### config.mk
export PLATFORM = sky130hd
export DESIGN_NAME = bounded_ordered_value_list
export DESIGN_NICKNAME = d
export VERILOG_FILES = /design/src/bovl_pkg.sv /design/src/bovl_cell.sv /design/src/bounded_ordered_value_list.sv
export VERILOG_INCLUDE_DIRS = /design/src /design/src/src
export SDC_FILE = /design/constraint.sdc
export NUM_CORES = 1
export LEC_CHECK = 0
export ABC_CLOCK_PERIOD_IN_PS = 11000
export BUFFER_PORTS_ARGS = -buffer_cell sky130_fd_sc_hd__clkbuf_2
export CAP_MARGIN = 20
export CORE_ASPECT_RATIO = 1.5
export CORE_MARGIN = 5
export CORE_UTILIZATION = 59
export CTS_BUF_LIST = sky130_fd_sc_hd__clkbuf_16
export DETAILED_ROUTE_END_ITERATION = 12
export PLACE_DENSITY = 0.75
export SYNTH_ARGS = -nofsm -noshare
export SYNTH_HDL_FRONTEND = slang
export SYNTH_HIERARCHICAL = 1
export SYNTH_SLANG_ARGS = --single-unit
### constraint.sdc
create_clock -name i_clk -period 11 [get_ports i_clk]
set_input_delay 2.75 -clock i_clk [delete_from_list [all_inputs] [get_ports i_clk]]
set_output_delay 2.75 -clock i_clk [all_outputs]
set_load 0.01 [all_outputs]
### src/bounded_ordered_value_list_defines.svh
// Assertion helpers used by the list RTL
`ifndef BOUNDED_ORDERED_VALUE_LIST_DEFINES_SVH
`define BOUNDED_ORDERED_VALUE_LIST_DEFINES_SVH

// checked only outside reset
`define BOVL_ASSERT(lbl, prop, msg) \
    lbl: assert property (@(posedge i_clk) disable iff (!i_rst_n) prop) else $error(msg);

// checked on every edge, reset included
`define BOVL_ASSERT_ALWAYS(lbl, prop, msg) \
    lbl: assert property (@(posedge i_clk) prop) else $error(msg);

`endif

### src/bovl_pkg.sv
package bovl_pkg;

    localparam int W_OP     = 3;
    localparam int W_VALUE  = 32;
    localparam int W_STATUS = 2;
    localparam int W_POS    = 4;
    localparam int W_COUNT  = 5;

    localparam logic [W_OP-1:0] OP_APPEND = 3'd0;
    localparam logic [W_OP-1:0] OP_DELETE = 3'd1;
    localparam logic [W_OP-1:0] OP_CUT    = 3'd2;
    localparam logic [W_OP-1:0] OP_SEARCH = 3'd3;
    localparam logic [W_OP-1:0] OP_CLEAR  = 3'd4;

    localparam logic [W_STATUS-1:0] ST_OK      = 2'd0;
    localparam logic [W_STATUS-1:0] ST_FULL    = 2'd1;
    localparam logic [W_STATUS-1:0] ST_EMPTY   = 2'd2;
    localparam logic [W_STATUS-1:0] ST_MISSING = 2'd3;

    localparam logic [W_POS-1:0]   POS_MAX   = 4'd15;
    localparam logic [W_COUNT-1:0] COUNT_MAX = 5'd31;

    typedef enum logic [1:0] {
        S_IDLE,
        S_SCAN,
        S_DONE
    } t_state;

    // search token walking down the chain
    typedef struct packed {
        logic valid;
        logic found;
    } t_tok;

    // broadcast strobes from the controller to every cell
    typedef struct packed {
        logic wr;
        logic shift;
    } t_cell_ctl;

endpackage

### src/bovl_cell.sv
module bovl_cell
    import bovl_pkg::*;
#(
    parameter int IDX   = 0,
    parameter int IDX_W = 4,
    parameter int CNT_W = 5
) (
    input  logic               i_clk,
    input  logic               i_rst_n,
    input  t_cell_ctl          i_ctl,
    input  logic [IDX_W-1:0]   i_wr_idx,
    input  logic [W_VALUE-1:0] i_wr_data,
    input  logic [W_VALUE-1:0] i_probe,
    input  logic [CNT_W-1:0]   i_count,
    input  t_tok               i_tok,
    input  logic [IDX_W-1:0]   i_tok_pos,
    input  logic [W_VALUE-1:0] i_next_entry,
    output t_tok               o_tok,
    output logic [IDX_W-1:0]   o_tok_pos,
    output logic [W_VALUE-1:0] o_entry
);

    logic [W_VALUE-1:0] r_entry;
    logic               r_tail;
    t_tok               r_tok;
    logic [IDX_W-1:0]   r_tok_pos;

    logic w_live;
    logic w_match;
    logic w_hit_here;

    assign w_live     = CNT_W'(IDX) < i_count;
    assign w_match    = w_live && (r_entry == i_probe);
    assign w_hit_here = !i_tok.found && w_match;

    // entry: append write or move up one place on delete
    always_ff @(posedge i_clk) begin
        if (i_ctl.wr && (i_wr_idx == IDX_W'(IDX))) begin
            r_entry <= i_wr_data;
        end else if (i_ctl.shift && r_tail) begin
            r_entry <= i_next_entry;
        end
    end

    always_ff @(posedge i_clk) begin
        if (!i_rst_n) begin
            r_tok  <= '0;
            r_tail <= 1'b0;
        end else begin
            r_tok.valid <= i_tok.valid;
            r_tok.found <= i_tok.found || w_match;
            // tail: this cell sits at or after the first match
            if (i_tok.valid) begin
                r_tail <= i_tok.found || w_match;
            end
        end
    end

    always_ff @(posedge i_clk) begin
        r_tok_pos <= w_hit_here ? IDX_W'(IDX) : i_tok_pos;
    end

    assign o_tok     = r_tok;
    assign o_tok_pos = r_tok_pos;
    assign o_entry   = r_entry;

endmodule

### src/bounded_ordered_value_list.sv
// Ordered list of up to CAPACITY 32-bit words, kept packed from the head.
// Input channel (i_valid/o_ready) takes one beat of operation and value:
// append, delete first match, cut from first match, search, clear.
// Output channel (o_valid/i_ready) returns one beat per input beat:
// status, position of the first match (search only) and the new count.
// Items are handled one at a time; o_ready is high only while idle.
// Append, clear, unused codes and any operation on an empty list:
//   no scan; the result is registered on acceptance and then loaded into the output register.
// Delete, cut and search on a non-empty list send a search token down
// the row of CAPACITY cells, one cell per cycle, and the result is
// settled when the token leaves the last cell.
// Delete moves every entry after the match up one place, all in the same cycle.
// Reset empties the list at once; no clearing pass is needed.
// A stalled result waits in the output register; one more item may be
// taken and its result held inside, and no further item is taken until
// the output register frees.
`include "bounded_ordered_value_list_defines.svh"

module bounded_ordered_value_list
    import bovl_pkg::*;
#(
    parameter int CAPACITY = 16
) (
    input  logic                i_clk,
    input  logic                i_rst_n,
    input  logic                i_valid,
    output logic                o_ready,
    input  logic [W_OP-1:0]     i_operation,
    input  logic [W_VALUE-1:0]  i_value,
    output logic                o_valid,
    input  logic                i_ready,
    output logic [W_STATUS-1:0] o_status,
    output logic [W_POS-1:0]    o_position,
    output logic [W_COUNT-1:0]  o_count
);

    localparam int IDX_W = $clog2(CAPACITY);
    localparam int CNT_W = $clog2(CAPACITY + 1);

    t_state r_state;
    t_state n_state;

    logic [CNT_W-1:0]    r_count;
    logic [W_OP-1:0]     r_op;
    logic [W_VALUE-1:0]  r_value;
    logic                r_inject;
    logic [W_STATUS-1:0] r_status;
    logic [W_POS-1:0]    r_pos;
    logic                r_out_valid;
    logic [W_STATUS-1:0] r_out_status;
    logic [W_POS-1:0]    r_out_pos;
    logic [W_COUNT-1:0]  r_out_count;

    logic      w_accept;
    logic      w_scan_op;
    logic      w_full;
    logic      w_load;
    t_cell_ctl w_ctl;

    t_tok               w_tok     [CAPACITY+1];
    logic [IDX_W-1:0]   w_tok_pos [CAPACITY+1];
    logic [W_VALUE-1:0] w_entry   [CAPACITY];

    assign w_accept  = i_valid && o_ready;
    assign w_full    = r_count >= CNT_W'(CAPACITY);
    assign w_scan_op = (r_count != '0) &&
                       ((i_operation == OP_DELETE) || (i_operation == OP_CUT) ||
                        (i_operation == OP_SEARCH));

    always_ff @(posedge i_clk) begin
        if (!i_rst_n) begin
            r_state <= S_IDLE;
        end else begin
            r_state <= n_state;
        end
    end

    always_comb begin
        n_state = r_state;
        o_ready = 1'b0;
        w_load  = 1'b0;
        case (r_state)
            S_IDLE: begin
                o_ready = 1'b1;
                if (i_valid) begin
                    n_state = w_scan_op ? S_SCAN : S_DONE;
                end
            end
            S_SCAN: begin
                if (w_tok[CAPACITY].valid) begin
                    n_state = S_DONE;
                end
            end
            S_DONE: begin
                if (!r_out_valid || i_ready) begin
                    w_load  = 1'b1;
                    n_state = S_IDLE;
                end
            end
            default: begin
                n_state = S_IDLE;
            end
        endcase
    end

    assign w_ctl.wr    = w_accept && (i_operation == OP_APPEND) && !w_full;
    assign w_ctl.shift = w_tok[CAPACITY].valid && w_tok[CAPACITY].found &&
                         (r_op == OP_DELETE);

    assign w_tok[0]     = '{valid: r_inject, found: 1'b0};
    assign w_tok_pos[0] = '0;

    for (genvar g = 0; g < CAPACITY; g++) begin : g_row
        logic [W_VALUE-1:0] w_next;
        if (g == CAPACITY - 1) begin : g_last
            assign w_next = w_entry[g];
        end else begin : g_mid
            assign w_next = w_entry[g+1];
        end

        bovl_cell #(
            .IDX   (g),
            .IDX_W (IDX_W),
            .CNT_W (CNT_W)
        ) u_cell (
            .i_clk        (i_clk),
            .i_rst_n      (i_rst_n),
            .i_ctl        (w_ctl),
            .i_wr_idx     (r_count[IDX_W-1:0]),
            .i_wr_data    (i_value),
            .i_probe      (r_value),
            .i_count      (r_count),
            .i_tok        (w_tok[g]),
            .i_tok_pos    (w_tok_pos[g]),
            .i_next_entry (w_next),
            .o_tok        (w_tok[g+1]),
            .o_tok_pos    (w_tok_pos[g+1]),
            .o_entry      (w_entry[g])
        );
    end

    always_ff @(posedge i_clk) begin
        if (!i_rst_n) begin
            r_count  <= '0;
            r_inject <= 1'b0;
        end else begin
            r_inject <= w_accept && w_scan_op;
            if (w_accept) begin
                case (i_operation)
                    OP_APPEND: begin
                        if (!w_full) begin
                            r_count <= r_count + 1'b1;
                        end
                    end
                    OP_CLEAR: begin
                        r_count <= '0;
                    end
                    default: begin
                        r_count <= r_count;
                    end
                endcase
            end else if (w_tok[CAPACITY].valid && w_tok[CAPACITY].found) begin
                case (r_op)
                    OP_DELETE: r_count <= r_count - 1'b1;
                    OP_CUT:    r_count <= CNT_W'(w_tok_pos[CAPACITY]);
                    default:   r_count <= r_count;
                endcase
            end
        end
    end

    // per-item result, settled before the output register takes it
    always_ff @(posedge i_clk) begin
        if (w_accept) begin
            r_op    <= i_operation;
            r_value <= i_value;
            r_pos   <= '0;
            case (i_operation)
                OP_APPEND: r_status <= w_full ? ST_FULL : ST_OK;
                OP_DELETE,
                OP_CUT,
                OP_SEARCH,
                OP_CLEAR:  r_status <= (r_count == '0) ? ST_EMPTY : ST_OK;
                default:   r_status <= ST_OK;
            endcase
        end else if (w_tok[CAPACITY].valid) begin
            if (!w_tok[CAPACITY].found) begin
                r_status <= ST_MISSING;
            end else if (r_op == OP_SEARCH) begin
                r_pos <= (32'(w_tok_pos[CAPACITY]) > 32'(POS_MAX)) ?
                         POS_MAX : W_POS'(w_tok_pos[CAPACITY]);
            end
        end
    end

    always_ff @(posedge i_clk) begin
        if (!i_rst_n) begin
            r_out_valid <= 1'b0;
        end else if (w_load) begin
            r_out_valid <= 1'b1;
        end else if (i_ready) begin
            r_out_valid <= 1'b0;
        end
    end

    always_ff @(posedge i_clk) begin
        if (w_load) begin
            r_out_status <= r_status;
            r_out_pos    <= r_pos;
            r_out_count  <= (32'(r_count) > 32'(COUNT_MAX)) ?
                            COUNT_MAX : W_COUNT'(r_count);
        end
    end

    assign o_valid    = r_out_valid;
    assign o_status   = r_out_status;
    assign o_position = r_out_pos;
    assign o_count    = r_out_count;

    `BOVL_ASSERT(a_count_bound, r_count <= CNT_W'(CAPACITY), "count above capacity")
    `BOVL_ASSERT(a_tok_in_scan, w_tok[CAPACITY].valid |-> r_state == S_SCAN, "stray token")
    `BOVL_ASSERT(a_append_grows, w_ctl.wr |=> r_count == $past(r_count) + 1'b1, "append lost")
    `BOVL_ASSERT(a_count_quiet, !w_accept && !w_tok[CAPACITY].valid |=> $stable(r_count), "count drift")
    `BOVL_ASSERT(a_shift_found, w_ctl.shift |-> r_count != '0, "shift on empty list")

endmodule
# Yosys cells after proc, flatten, opt, wreduce, memory -nomap -nowiden
# Cells that the tools add are included.
dict set report classes {
  eq_ne 46
  n_reduce_logical 133
  order_cmp 17
  addsub 2
  muxes 51
}
# operator count
set op_table {}
lappend op_table {{$mux 32} 30}
lappend op_table {{$eq 32x32->1} 16}
lappend op_table {{$logic_and 1x1->1} 69}
lappend op_table {{$lt 4x5->1 const A} 8}
lappend op_table {{$reduce_bool 2->1} 18}
lappend op_table {{$eq 4x4->1 const B} 8}
lappend op_table {{$lt 3x5->1 const A} 4}
lappend op_table {{$pmux 5 s2} 2}
lappend op_table {{$logic_or 1x1->1} 18}
lappend op_table {{$logic_not 1->1} 17}
lappend op_table {{$eq 4x3->1 const B} 4}
lappend op_table {{$mux 2} 8}
lappend op_table {{$mux 5} 3}
lappend op_table {{$eq 3x2->1 const B} 4}
lappend op_table {{$lt 1x5->1 const A} 2}
lappend op_table {{$lt 2x5->1 const A} 2}
lappend op_table {{$eq 4x2->1 const B} 2}
lappend op_table {{$eq 3x1->1 const B} 2}
lappend op_table {{$mux 1} 6}
lappend op_table {{$ne 2x2->1 const B} 3}
lappend op_table {{$pmux 2 s3} 1}
lappend op_table {{$reduce_and 3->1} 2}
lappend op_table {{$add 5x1->5 const B} 1}
lappend op_table {{$ge 5x5->1 const B} 1}
lappend op_table {{18 further kinds} 18}
dict set report totals {
  word_cells 338
  regBits 669
  output_inout_bits 13
  in_bits 39
}

# Depth between registers and ports, before layout
dict set report logic_depth {
  depth_word 7
  mapped_depth 7
  mapped_depth_nobuf 6
}

# Hierarchy
# Netlist, hierarchy kept.
# mod area_each_um2 cells_per_inst instances
set modules_own_cells {}
lappend modules_own_cells {{bovl_cell at g_row[11].u_cell ...} 1925.6 136 2}
lappend modules_own_cells {bounded_ordered_value_list 2316.0 155 1}
lappend modules_own_cells {{bovl_cell at g_row[9].u_cell} 1985.7 145 1}
lappend modules_own_cells {{bovl_cell at g_row[7].u_cell} 1976.9 141 1}
lappend modules_own_cells {{bovl_cell at g_row[5].u_cell} 1966.9 137 1}
lappend modules_own_cells {{bovl_cell at g_row[12].u_cell} 1965.6 142 1}
lappend modules_own_cells {{bovl_cell at g_row[0].u_cell} 1960.6 142 1}
lappend modules_own_cells {{bovl_cell at g_row[10].u_cell} 1954.4 133 1}
lappend modules_own_cells {{bovl_cell at g_row[13].u_cell} 1954.4 140 1}
lappend modules_own_cells {{bovl_cell at g_row[1].u_cell} 1954.4 136 1}
lappend modules_own_cells {{bovl_cell at g_row[6].u_cell} 1953.1 137 1}
lappend modules_own_cells {{bovl_cell at g_row[14].u_cell} 1951.9 137 1}
lappend modules_own_cells {{bovl_cell at g_row[4].u_cell} 1943.1 138 1}
lappend modules_own_cells {{bovl_cell at g_row[2].u_cell} 1941.9 133 1}
lappend modules_own_cells {{2 more rows} -- -- --}

# Worst setup path after synthesis
# Ideal clock, no wire load.
dict set report synth_path {
  kind {input to register}
  from {in i_valid}
  to {reg g_row[15].u_cell.r_entry[0], enable pin}
  path_slack_ns 4.996
  path_stages 7
  arrival_time_ns 5.615
  n_path_buf 2
  required_ns 10.611
  path_cell_list {or3b_4 buf_6 nor3_1 and3_1 nand3_1 clkbuf_1 nand2_1}
}
# element line_no
set synth_rtl {}
lappend synth_rtl {{start, declared} bounded_ordered_value_list.sv:26} ;# input logic i_valid,
lappend synth_rtl {{end signal, assigned} bovl_cell.sv:39} ;# r_entry <= i_wr_data;
lappend synth_rtl {{end signal, assigned} bovl_cell.sv:41} ;# r_entry <= i_next_entry;
lappend synth_rtl {{end, declared} bovl_cell.sv:23} ;# logic [W_VALUE-1:0] r_entry;

==> out/qor.yml <==
status: "complete, no violations"
synth-seq-area-share_pct: 57.6
cts-root-buf: "clkbuf_16"
crit_top_cell: "buf_4"
grt_pass1_wl_mm: 147
dpl.hpwl_mm: 72.4
synth_ff_type: "edfxtp_1"
p_per_area_nw_per_um2: 145
slew_headroom_pct: 21.2
ys_warn_count: 6
drc: 0
syn-cell-area_um2: 33600
final_util_pct: 65.6
firstDrtPassIters: 7
r2r-end: "g_row[2].u_cell/o_tok_pos[2]"
syn_inst: 2364
die_w_um: 205
worst-path-buf-inv: 4
critPathKind: "in2reg"
syn2layout_area_growth_pct: 10.6
chipHeight_um: 302
fin_crit_sh_pct: 43.0
finalPower_w: 0.00540
drive_gt1_share_pct: 30.4
cp.required_ps: 11250
final_nets: 2552
clk_path_buf_depth: 3
regArea_um2: 19300
critPathTopFamily: "buffers and inverters"
synth_area_per_cell_um2: 14.2
worst_pin_slew_ps: 1170
finalWeightedCongestion: 0.957
instances_no_fill: 3321
start_kind: "primary input"
cpPeakStageDelay_ps: 460
max_freq_mhz: 212
n_fill_cell: 4115
cpMaxStageDelayCell: "or3b_4"
vias_per_cell: 6.30
hold_path_end: "g_row[5].u_cell/o_tok_pos[0]"
tns_ps: 0
cellLeakagePower_nw: 11.2
layout_commonest_cell: "edfxtp_1"
finalHoldViolCount: 0
hold_path_class: "reg2reg"
coreArea_um2: 56600
reg2reg_slack_ps: 7680
drt-total-wl_mm: 103
cts_max_level: 3
cp_max_fo: 33
path_cells: "clkbuf_2, or3b_4, nor3_1, buf_4, and3_1, nand3_1, buf_4, nand2_1, buf_4"
postCtsResizedCells: 0
setup_viol: 0
post-cts-setup-buffers: 0
reg2regPathDepth: 5
cts.sinks: 685
ant_nets: 0
fin_crit_ps: 4730
finalMaxSlewViolations: 0
hold_start: "g_row[4].u_cell/o_tok_pos[0]"
crit_arrival_ps: 4980
async_flop_share_pct: 0
first_global_vias: 22200
grt_max_degree: 60
ir_worst_vdd_mv: 0.132
synth-seq-cells: 685
synth_edf_count: 560
rr_startpoint: "r_count[3]"
die_area_um2: 61800
initial_core_util_pct: 59.3
place_worst_setup_slack_ps: 5710
hold_depth: 1
io_buffers: 51
fin_worst_skew_ps: 25.0
rsz0062_at_grt: "false"
drt_iter0_markers: 1492
maxCapViolations: 0
post_drt_wl_per_cell_um: 31.1
grt_remaining_overflow: 0
clk_latency_ps: 620
antenna_found_initial: 3
crit_path_end_kind: "register"
fin_ws_ps: 6270
rows: 107
vias: 20900
clk_pin_slew_ps: 60
postCtsHoldBufs: 0
dp_cells: 3205
multi_input_area_um2: 13800
cts_tree: "built"
ys_types: 76
layout_common_cells: "edfxtp_1 (560), mux2_2 (515), xor2_1 (419), dfxtp_1 (125), nor4_1 (105)"
numCtsBuffers: 67
grt_util_all_layers_pct: 33.1
pin_count: 52
-- where the power goes --
group	switching [W]	internal, W
registers	0.0000355	0.00280
logic	0.000273	0.000110
clock network	0.000974	0.00120
total	0.00128	0.00412
-- routing by layer --
metal | global-route usage (%) | share of wire, %
met5 | 0 | 0
met4 | 30.0 | 12
met3 | 4.55 | 4.8
met2 | 58.8 | 51
met1 | 33.5 | 33
-- worst max-delay path by stage --
stage	to	depth (start not counted)	startpoint	slack, ps
after global placement	g_row[15].u_cell/o_entry[19]	9	i_valid	5620
after detailed placement	g_row[15].u_cell/o_entry[31]	9	i_valid	5710
after global routing	g_row[15].u_cell/o_entry[18]	9	i_valid	6210
after floorplan	g_row[15].u_cell/o_entry[0]	7	i_valid	5000
final	g_row[15].u_cell/o_entry[20]	9	i_valid	6270
after CTS	g_row[15].u_cell/o_entry[20]	9	i_valid	6330
-- registers in the layout (all words and copies together), names as in the netlist, 2 cells and up --
name                    cells
r_value                    32
r_state                     2
r_count                     5
r_status                    2
r_op                        3
r_pos                       4
g_row.u_cell/o_tok         32
g_row.u_cell/o_entry      512
o_status                    2
o_count                     5
g_row.u_cell/o_tok_pos     64
g_row.u_cell/r_tail        16
o_position                  4
-- cells by family after synthesis --
group | Yosys count | synth area share [%]
flip-flops | 685 | 57.6
multiplexers | 531 | 17.8
XOR/XNOR | 496 | 13.0
AND/OR/NAND/NOR | 455 | 8.13
buffers and inverters | 100 | 1.29
AO/OA/AOI/OAI | 94 | 2.15
adder cells (fa/ha/maj) | 2 | 0.0746
other | 1 | 0.0112
-- layout make-up --
class | instances | share of cell area, %
clock buffer | 74 | 4.99
antenna | 1 | 0.00674
timing repair buffer | 123 | 2.14
sequential | 685 | 52.0
tap | 763 | 2.57
clock inverter | 41 | 0.485
multi-input combinational | 1585 | 37.3
inverter | 49 | 0.502
-- cell usage after synthesis (all sizes together), types with 4 or more instances --
cell type	count	share of area (%)
inv	49	0.56
or3	12	0.25
a21o	4	0.089
a211oi	5	0.11
o21a	4	0.089
nand2	93	1.0
dfxtp	125	7.5
nor3	17	0.25
buf	44	0.66
o21ai	17	0.25
mux2	526	18
nor2	32	0.39
nand2b	7	0.13
xor2	419	11
or2	32	0.60
clkbuf	7	0.078
nor4bb	4	0.12
a21boi	14	0.31
xnor2	77	2.0
nor2b	47	0.88
o32ai	4	0.10
a31oi	4	0.075
nor4b	6	0.16
nand4	42	0.78
o31ai	9	0.26
edfxtp	560	50
nand3	17	0.27
mux2i	5	0.15
and2	5	0.093
nor4	124	2.7
-- per-stage QoR --
stage          hold slack [ps]  area, µm²
3_3_place_gp               401      35100
3_5_place_dp               399      35100
4_1_cts                    411      37100
2_1_floorplan              382      33600
5_1_grt                    430      37100
6_report                   412      37100
Power figures use the tool's default switching activity.
